## src/ffba_pkg.sv

```systemverilog
package ffba_pkg;

    localparam int MaxBlocks   = 64;
    localparam int HeaderBytes = 16;
    localparam int AddrBits    = 20;
    localparam int IdxBits     = $clog2(MaxBlocks);
    localparam int CntBits     = $clog2(MaxBlocks + 1);
    localparam int TopBits     = AddrBits + 1;

    typedef logic [1:0] t_cmd;
    localparam t_cmd CmdAlloc   = 2'd0;
    localparam t_cmd CmdFree    = 2'd1;
    localparam t_cmd CmdRealloc = 2'd2;
    localparam t_cmd CmdCalloc  = 2'd3;

    typedef logic [1:0] t_status;
    localparam t_status StOk       = 2'd0;
    localparam t_status StSize     = 2'd1;
    localparam t_status StSpace    = 2'd2;
    localparam t_status StNotFound = 2'd3;

    // Table entry as stored in the block memory.
    typedef struct packed {
        logic [AddrBits-1:0] start;
        logic [AddrBits-1:0] size;
        logic                free;
    } t_entry;

    // Write request from the sequencer to the block table.
    typedef struct packed {
        logic               we;
        logic [IdxBits-1:0] idx;
        t_entry             data;
    } t_tbl_wr;

endpackage

```

## src/ffba_table.sv

```systemverilog
module ffba_table (
    input  logic                           i_clk,
    input  ffba_pkg::t_tbl_wr              i_wr,
    input  logic [ffba_pkg::IdxBits-1:0]   i_rd_idx,
    output ffba_pkg::t_entry               o_rd_data
);

    ffba_pkg::t_entry r_mem [ffba_pkg::MaxBlocks];

    // One write port, one registered read port.
    always_ff @(posedge i_clk) begin
        if (i_wr.we) begin
            r_mem[i_wr.idx] <= i_wr.data;
        end
        o_rd_data <= r_mem[i_rd_idx];
    end

endmodule

```

## src/ffba_ctrl.sv

```systemverilog
module ffba_ctrl (
    input  logic                            i_clk,
    input  logic                            i_rst_n,
    input  logic [ffba_pkg::TopBits-1:0]    i_limit,
    input  logic                            i_start,
    input  ffba_pkg::t_cmd                  i_cmd,
    input  logic [ffba_pkg::AddrBits-1:0]   i_size,
    input  logic [ffba_pkg::AddrBits-1:0]   i_addr,
    input  logic [ffba_pkg::AddrBits-1:0]   i_count,
    input  logic                            i_res_ready,
    output logic                            o_idle,
    output logic                            o_res_valid,
    output logic [ffba_pkg::AddrBits-1:0]   o_res,
    output ffba_pkg::t_status               o_status,
    output ffba_pkg::t_tbl_wr               o_wr,
    output logic [ffba_pkg::IdxBits-1:0]    o_rd_idx,
    input  ffba_pkg::t_entry                i_rd
);

    localparam int AB = ffba_pkg::AddrBits;
    localparam int TB = ffba_pkg::TopBits;
    localparam int IB = ffba_pkg::IdxBits;
    localparam int CB = ffba_pkg::CntBits;
    localparam int HB = ffba_pkg::HeaderBytes;

    typedef enum logic [9:0] {
        S_IDLE = 10'b00_0000_0001,
        S_MUL  = 10'b00_0000_0010,
        S_LRD  = 10'b00_0000_0100,
        S_LCHK = 10'b00_0000_1000,
        S_ARD  = 10'b00_0001_0000,
        S_ACHK = 10'b00_0010_0000,
        S_APP  = 10'b00_0100_0000,
        S_REL  = 10'b00_1000_0000,
        S_OUT  = 10'b01_0000_0000,
        S_WAIT = 10'b10_0000_0000
    } t_state;

    t_state r_state, n_state;
    logic [CB-1:0] r_count, n_count;
    logic [TB-1:0] r_top, n_top;
    logic [CB-1:0] r_idx, n_idx;
    ffba_pkg::t_cmd r_cmd, n_cmd;
    logic [AB-1:0] r_size, n_size;
    logic [AB-1:0] r_addr, n_addr;
    logic [AB-1:0] r_cnt, n_cnt;
    logic [IB-1:0] r_kidx, n_kidx;
    logic [AB-1:0] r_kstart, n_kstart;
    logic [AB-1:0] r_res, n_res;
    ffba_pkg::t_status r_st, n_st;
    logic r_ovalid, n_ovalid;

    logic [2*AB-1:0] w_prod;
    logic [TB-1:0] w_limit_eff;
    logic [TB+1:0] w_need;

    assign o_idle      = (r_state == S_IDLE);
    assign o_res_valid = r_ovalid;
    assign o_res       = r_res;
    assign o_status    = r_st;
    assign o_rd_idx    = r_idx[IB-1:0];

    // Limit in effect is the smaller of the register and the address space.
    assign w_limit_eff = (i_limit > TB'(1 << AB)) ? TB'(1 << AB) : i_limit;
    assign w_need = (TB+2)'(r_top) + (TB+2)'(HB) + (TB+2)'(r_size);

    // Single multiplier for calloc, used in the cycle after the operands are captured.
    assign w_prod = (2*AB)'(r_size) * (2*AB)'(r_cnt);

    // Sequencer.
    always_comb begin
        n_state  = r_state;
        n_count  = r_count;
        n_top    = r_top;
        n_idx    = r_idx;
        n_cmd    = r_cmd;
        n_size   = r_size;
        n_addr   = r_addr;
        n_cnt    = r_cnt;
        n_kidx   = r_kidx;
        n_kstart = r_kstart;
        n_res    = r_res;
        n_st     = r_st;
        n_ovalid = r_ovalid;
        o_wr     = '0;
        case (r_state)
            S_IDLE: begin
                if (i_start) begin
                    n_cmd  = i_cmd;
                    n_size = i_size;
                    n_addr = i_addr;
                    n_cnt  = i_count;
                    n_res  = '0;
                    n_st   = ffba_pkg::StOk;
                    n_idx  = '0;
                    n_state = S_OUT;
                    case (i_cmd)
                        ffba_pkg::CmdAlloc: begin
                            if (i_size == '0) n_st = ffba_pkg::StSize;
                            else n_state = S_ARD;
                        end
                        ffba_pkg::CmdFree: begin
                            if (i_addr != '0) n_state = S_LRD;
                        end
                        ffba_pkg::CmdRealloc: begin
                            if (i_size == '0) n_st = ffba_pkg::StSize;
                            else if (i_addr == '0) n_state = S_ARD;
                            else n_state = S_LRD;
                        end
                        default: begin
                            if (i_size == '0 || i_count == '0) n_st = ffba_pkg::StSize;
                            else n_state = S_MUL;
                        end
                    endcase
                end
            end
            S_MUL: begin
                if (w_prod[2*AB-1:AB] != '0) begin
                    n_st = ffba_pkg::StSize;
                    n_state = S_OUT;
                end else begin
                    n_size = w_prod[AB-1:0];
                    n_state = S_ARD;
                end
            end
            // Lookup walk: issue read of entry r_idx.
            S_LRD: begin
                if (r_idx >= r_count) begin
                    n_st = ffba_pkg::StNotFound;
                    n_state = S_OUT;
                end else begin
                    n_state = S_LCHK;
                end
            end
            S_LCHK: begin
                if (!i_rd.free && (AB'(i_rd.start + AB'(HB)) == r_addr)
                        && ((TB)'(i_rd.start) + TB'(HB) < TB'(1 << AB))) begin
                    n_kidx = r_idx[IB-1:0];
                    n_kstart = i_rd.start;
                    if (r_cmd == ffba_pkg::CmdFree) begin
                        n_state = S_REL;
                    end else if (i_rd.size >= r_size) begin
                        n_res = r_addr;
                        n_state = S_OUT;
                    end else begin
                        n_idx = '0;
                        n_state = S_ARD;
                    end
                end else begin
                    n_idx = r_idx + CB'(1);
                    n_state = S_LRD;
                end
            end
            // First-fit walk.
            S_ARD: begin
                if (r_idx >= r_count) n_state = S_APP;
                else n_state = S_ACHK;
            end
            S_ACHK: begin
                if (i_rd.free && i_rd.size >= r_size) begin
                    o_wr.we = 1'b1;
                    o_wr.idx = r_idx[IB-1:0];
                    o_wr.data = i_rd;
                    o_wr.data.free = 1'b0;
                    n_res = AB'(i_rd.start + AB'(HB));
                    n_state = (r_cmd == ffba_pkg::CmdRealloc && r_addr != '0)
                              ? S_REL : S_OUT;
                end else begin
                    n_idx = r_idx + CB'(1);
                    n_state = S_ARD;
                end
            end
            S_APP: begin
                if (r_count >= CB'(ffba_pkg::MaxBlocks) || w_need > (TB+2)'(w_limit_eff)) begin
                    n_st = ffba_pkg::StSpace;
                    n_state = S_OUT;
                end else begin
                    o_wr.we = 1'b1;
                    o_wr.idx = r_count[IB-1:0];
                    o_wr.data.start = r_top[AB-1:0];
                    o_wr.data.size = r_size;
                    o_wr.data.free = 1'b0;
                    n_count = r_count + CB'(1);
                    n_top = w_need[TB-1:0];
                    n_res = AB'(r_top + TB'(HB));
                    n_state = (r_cmd == ffba_pkg::CmdRealloc && r_addr != '0)
                              ? S_REL : S_OUT;
                end
            end
            // Release block r_kidx; the count already includes any block appended above.
            S_REL: begin
                if (CB'(r_kidx) + CB'(1) == n_count) begin
                    n_top = TB'(r_kstart);
                    n_count = r_count - CB'(1);
                end else begin
                    o_wr.we = 1'b1;
                    o_wr.idx = r_kidx;
                    o_wr.data.start = r_kstart;
                    o_wr.data.size = r_cnt;
                    o_wr.data.free = 1'b1;
                end
                n_state = S_OUT;
            end
            S_OUT: begin
                if (r_st != ffba_pkg::StOk) n_res = '0;
                n_ovalid = 1'b1;
                n_state = S_WAIT;
            end
            S_WAIT: begin
                if (i_res_ready) begin
                    n_ovalid = 1'b0;
                    n_state = S_IDLE;
                end
            end
            default: n_state = S_IDLE;
        endcase
        // Keep the released block's size for the free-mark rewrite.
        if (r_state == S_LCHK) n_cnt = i_rd.size;
    end

    always_ff @(posedge i_clk) begin
        if (!i_rst_n) begin
            r_state  <= S_IDLE;
            r_count  <= '0;
            r_top    <= '0;
            r_ovalid <= 1'b0;
        end else begin
            r_state  <= n_state;
            r_count  <= n_count;
            r_top    <= n_top;
            r_ovalid <= n_ovalid;
        end
    end

    always_ff @(posedge i_clk) begin
        r_idx    <= n_idx;
        r_cmd    <= n_cmd;
        r_size   <= n_size;
        r_addr   <= n_addr;
        r_cnt    <= n_cnt;
        r_kidx   <= n_kidx;
        r_kstart <= n_kstart;
        r_res    <= n_res;
        r_st     <= n_st;
    end

endmodule

```

## src/first_fit_block_allocator.sv

```systemverilog
// First-fit heap allocator. One beat carries cmd (alloc, free, realloc, calloc)
// and its operands; one result beat returns the user address and a status.
// A zero size or a null free needs no table walk; a realloc can walk the table
// twice, and the table holds up to 64 blocks. For each table entry visited the
// read is issued on the single registered memory port and the returned entry
// is then checked, and a calloc also passes through the multiplier first.
// tready is low while an item is in progress and until its result beat has been
// taken. Table contents need no clearing after reset.
module first_fit_block_allocator (
    input  logic        i_clk,
    input  logic        i_rst_n,
    input  logic        i_cfg_we,
    input  logic [20:0] i_cfg_wdata,
    input  logic        s_axis_tvalid,
    output logic        s_axis_tready,
    // tdata: cmd[1:0], req_size[21:2], addr[41:22], elem_count[61:42]
    input  logic [63:0] s_axis_tdata,
    output logic        m_axis_tvalid,
    input  logic        m_axis_tready,
    // tdata: result_addr[19:0], status[21:20]
    output logic [23:0] m_axis_tdata
);

    localparam int AB = ffba_pkg::AddrBits;
    localparam int TB = ffba_pkg::TopBits;
    localparam int IB = ffba_pkg::IdxBits;

    logic [TB-1:0] r_limit;

    ffba_pkg::t_tbl_wr w_wr;
    logic [IB-1:0] w_rd_idx;
    ffba_pkg::t_entry w_rd;
    logic [AB-1:0] w_res;
    ffba_pkg::t_status w_status;
    logic w_in_acc;

    assign w_in_acc     = s_axis_tvalid && s_axis_tready;
    assign m_axis_tdata = {2'b00, w_status, w_res};

    // Configuration register.
    always_ff @(posedge i_clk) begin
        if (!i_rst_n) begin
            r_limit <= TB'(1 << AB);
        end else if (i_cfg_we) begin
            r_limit <= i_cfg_wdata;
        end
    end

    // Block table.
    ffba_table u_table (
        .i_clk    (i_clk),
        .i_wr     (w_wr),
        .i_rd_idx (w_rd_idx),
        .o_rd_data(w_rd)
    );

    // Command sequencer.
    ffba_ctrl u_ctrl (
        .i_clk      (i_clk),
        .i_rst_n    (i_rst_n),
        .i_limit    (r_limit),
        .i_start    (w_in_acc),
        .i_cmd      (s_axis_tdata[1:0]),
        .i_size     (s_axis_tdata[21:2]),
        .i_addr     (s_axis_tdata[41:22]),
        .i_count    (s_axis_tdata[61:42]),
        .i_res_ready(m_axis_tready),
        .o_idle     (s_axis_tready),
        .o_res_valid(m_axis_tvalid),
        .o_res      (w_res),
        .o_status   (w_status),
        .o_wr       (w_wr),
        .o_rd_idx   (w_rd_idx),
        .i_rd       (w_rd)
    );

endmodule

```

## config.mk

```make
export PLATFORM = sky130hd
export DESIGN_NAME = first_fit_block_allocator
export DESIGN_NICKNAME = d
export VERILOG_FILES = /design/src/ffba_pkg.sv /design/src/ffba_table.sv /design/src/ffba_ctrl.sv /design/src/first_fit_block_allocator.sv
export SDC_FILE = /design/constraint.sdc
export NUM_CORES = 2
export LEC_CHECK = 0
export CAP_MARGIN = 0
export CORE_UTILIZATION = 50
export CTS_CLUSTER_DIAMETER = 200
export CTS_CLUSTER_SIZE = 28
export DETAILED_ROUTE_END_ITERATION = 7
export DONT_BUFFER_PORTS = 1
export HOLD_SLACK_MARGIN = 0.02
export PLACE_DENSITY = 0.68
export SYNTH_ARGS = -nofsm -noshare
export SYNTH_HDL_FRONTEND = slang
export SYNTH_SLANG_ARGS = --single-unit
```

## constraint.sdc

```tcl
create_clock -name i_clk -period 7.7 [get_ports i_clk]
set_input_delay 0.385 -clock i_clk [delete_from_list [all_inputs] [get_ports i_clk]]
set_output_delay 0.385 -clock i_clk [all_outputs]
set_load 0.05 [all_outputs]
```

==> summary.txt <==
GRT
  – Overall Global Routing Usage: 24.9%
  – Overflow after GRT: 0
  – Met1 usage: 36.4%
  – GRT met2 Usage: 40.2%
  – Grt met3 use: 3.71%
  – Pin count of the biggest net entering global routing: 137
  – Initial antenna violation count: 25
  – Grt peak-use layer: met2
  – First-pass GRT wire length: 455 mm
  – Vias in the first global route: 64800

Yosys
  – Dominant synthesized flop cell: edfxtp_1
  – Area share of the largest cell type after synthesis: 65.5%
  – Largest family of logic cells by synthesized area: multiplexers
  – Synth top area cells: edfxtp_1 65%, mux4_2 15%, fa_1 5.1%
  – Synth Area in Simple Gates: 4.20%
  – Register area share after synthesis: 67.1%
  – Adder-Cell Fraction of Synth Area: 7.39%
  – Synth Cell Area: 126000 um^2
  – EDFF count, synth: 2741
  – Synth Area in XOR/XNOR: 0.764%
  – Synth Warn #: 0
  – Asr flop ratio synth: 0%
  – Synth Instances: 6661
  – Flops & latches, synth: 2842
  – Yosys top cell by area: edfxtp_1
  – Post-Syn Area per Cell: 18.9 um^2
  – Distinct cell type count after synthesis: 85
  – Multiplexer area fraction after synthesis: 15.9%
  – Synth Area in Compound Gates: 2.36%

Floorplanning
  – Row count: 183
  – Core ar.: 249000 um^2
  – Initial core utilization: 50.4%
  – DIE HEIGHT: 503 um
  – Die X: 503 um
  – Die area: 253000 um^2
  – IO Count: 116

STA
  – Fraction of the cycle the final worst path needs: 99.4%
  – Skew final: 45.9 ps
  – Period minus WS final: 7650 ps
  – Final setup fails: 0
  – Slew @ Worst Pin: 1090 ps
  – RSZ-0062 raised after global routing: yes
  – Final hold vios: 0
  – Slew Viols, Final: 0
  – FMAX: 131 MHz
  – Slew headroom: 26.3%

Cells and area
  – Nets@finish: 7552
  – Fin area: 137000 um^2
  – Share of layout cells above drive strength 1: 22.6%
  – Area delta synth->final: 9.33%

Setup path
  – CP most frequent cell: fa_1
  – Worst EP required: 8280 ps
  – Critical path fanouts, max: 11
  – Nature of the critical path endpoint: flop
  – CP max stage cell: fa_1
  – CP startpoint kind: flop
  – CP Class: reg2reg
  – CP peak stage delay: 550 ps
  – CP arrival: 8230 ps

Status
  – Status: finished clean

Job
  – Maxcap violations: 0

Placed design
  – Port Buffers: 0
  – Area after DPL: 133000 um^2
  – Routability cong.: 0.901
  – Dpl hpwl: 195 mm

Route
  – Initial drt markers: 7492
  – Via Count: 64300
  – # DRC: 0
  – Initial DRT Pass Iterations: 6
  – Vias per inst: 6.24
  – Remaining antenna violation count: 0
  – WL per Instance: 30.4 um
  – WL final: 313 mm

CTS
  – CTS Root Cell: clkbuf_16
  – Worst-Skew Late Latency: 840 ps
  – # clock sinks: 2842
  – CTS max path bufs: 3
  – CTS tree: yes
  – CTS clk-pin slew, worst paths: 130 ps
  – CTS Buf Count: 111
  – Max H-tree Level: 3

Hold path
  – Hold Crit Class: in2reg
critical path, delay by kind of cell (launching register included):
kind,cells,cell delay [ps]
xor gates and xnor gates,1,160
buffers and inverters,6,930
DFF,1,490
adders and majority gates,8,3590
AOI/OAI and AO/OA,5,1290
and+or+nand+nor,5,920
flip-flops by register name, indices dropped and copies added, names as in the netlist, 2 cells and up:
signal,count
u_ctrl.r_cnt,20
u_ctrl.r_size,20
u_ctrl.r_kstart,20
u_ctrl.r_cmd,2
u_ctrl.r_count,7
u_table.r_mem,2624
u_ctrl.o_status,2
u_table.o_rd_data,41
u_ctrl.o_res,20
r_limit,21
u_ctrl.r_kidx,6
u_ctrl.r_addr,20
u_ctrl.r_top,21
u_ctrl.r_idx,7
u_ctrl.r_state,10
timing repair:
item / in CTS / in global routing
setup buffers: 4 / 21
setup endpoints to repair: 24 / 167
hold buffers: 109 / 0
gates resized for setup: 30 / 48
endpoints found under the hold margin: 106 / 0
gates cloned: 1 / 1
pin swaps: 10 / 33
worst paths after layout:
path	from	slack (ps)	endpoint	cells past startpoint
max	u_ctrl.r_size[11]	50	u_ctrl.r_size[13]	25
max reg2reg	u_ctrl.r_size[11]	50	u_ctrl.r_size[13]	25
min reg2reg	u_ctrl.r_top[9]	520	u_ctrl.r_top[9]	2
min	s_axis_tvalid	70	u_ctrl.o_status[0]	2
per-layer routing:
metal / share of wire, % / wire (um)
met2: 48 / 151000
met3: 8.4 / 26200
met5: 0.0051 / 16
met4: 2.0 / 6260
met1: 41 / 130000
cell type report:
cell class / count / area (um^2)
fill: 18700 / 112000
sequential: 2842 / 84300
multi-input combinational: 3065 / 39500
timing repair buffer: 499 / 4770
tap: 3330 / 4170
clock buffer: 166 / 3040
inverter: 394 / 1480
clock inverter: 6 / 103
antenna: 4 / 10.0
cells by family after synthesis:
logic type	Yosys count
AO/OA/AOI/OAI	435
XOR/XNOR	108
adder cells (fa/ha/maj)	549
buffers and inverters	755
flip-flops	2842
multiplexers	913
other	1
AND/OR/NAND/NOR	1058
through the flow:
| step | setup WS, ps | util [%] | cells | hold slack [ps] | TNS, ps |
|---|---|---|---|---|---|
| after floorplan | 209 | - | 6662 | 403 | 0 |
| after global placement | -309 | 53.2 | 9995 | 466 | -6580 |
| after detailed placement | -294 | 53.2 | 9995 | 478 | -6290 |
| after CTS | 6.67 | 54.9 | 10300 | 30.5 | 0 |
| after global routing | -148 | 55.1 | 10300 | 88.4 | -2530 |
| final | 48.7 | 55.1 | 10300 | 69.7 | 0 |
layout by cell type, fill, tap and decap left out, types with 101 or more instances in the layout:
cell / synthesis / final
dlygate4sd3_1: 0 / 108
ha_1: 227 / 217
nor2_1: 182 / 129
clkbuf_16: 0 / 114
nand2_1: 355 / 348
fa_1: 322 / 319
and2_1: 250 / 247
mux4_2: 861 / 861
inv_1: 393 / 390
edfxtp_1: 2741 / 2741
dfxtp_1: 101 / 101
buf_4: 8 / 325
cells in the mapped netlist, types with 6 or more instances:
cell / number
ha_1: 227
o31ai_1: 10
mux2_2: 23
o21bai_1: 11
a211oi_1: 12
nand4_1: 29
buf_1: 86
nor2_1: 182
a21o_1: 31
nand3_1: 54
inv_1: 393
mux4_2: 861
a22oi_1: 35
and4_1: 6
nor2_2: 14
xor2_1: 34
xnor2_1: 73
nor3_1: 28
mux2i_1: 29
o21ai_0: 97
edfxtp_1: 2741
or3_1: 7
fa_1: 322
a21oi_1: 94
o21a_1: 16
a311oi_1: 19
a221o_1: 20
nand2_1: 355
and3_1: 16
clkbuf_1: 254
and2_1: 250
nand2b_1: 15
buf_2: 11
nor4_1: 44
o211ai_1: 17
buf_4: 8
nor2b_1: 18
a211o_1: 7
a2111oi_0: 7
dfxtp_1: 101
a31oi_1: 11
Power is left out: the tool's default activity adds up to more than one toggle a clock period on the data nets, which glitch-free logic cannot reach.
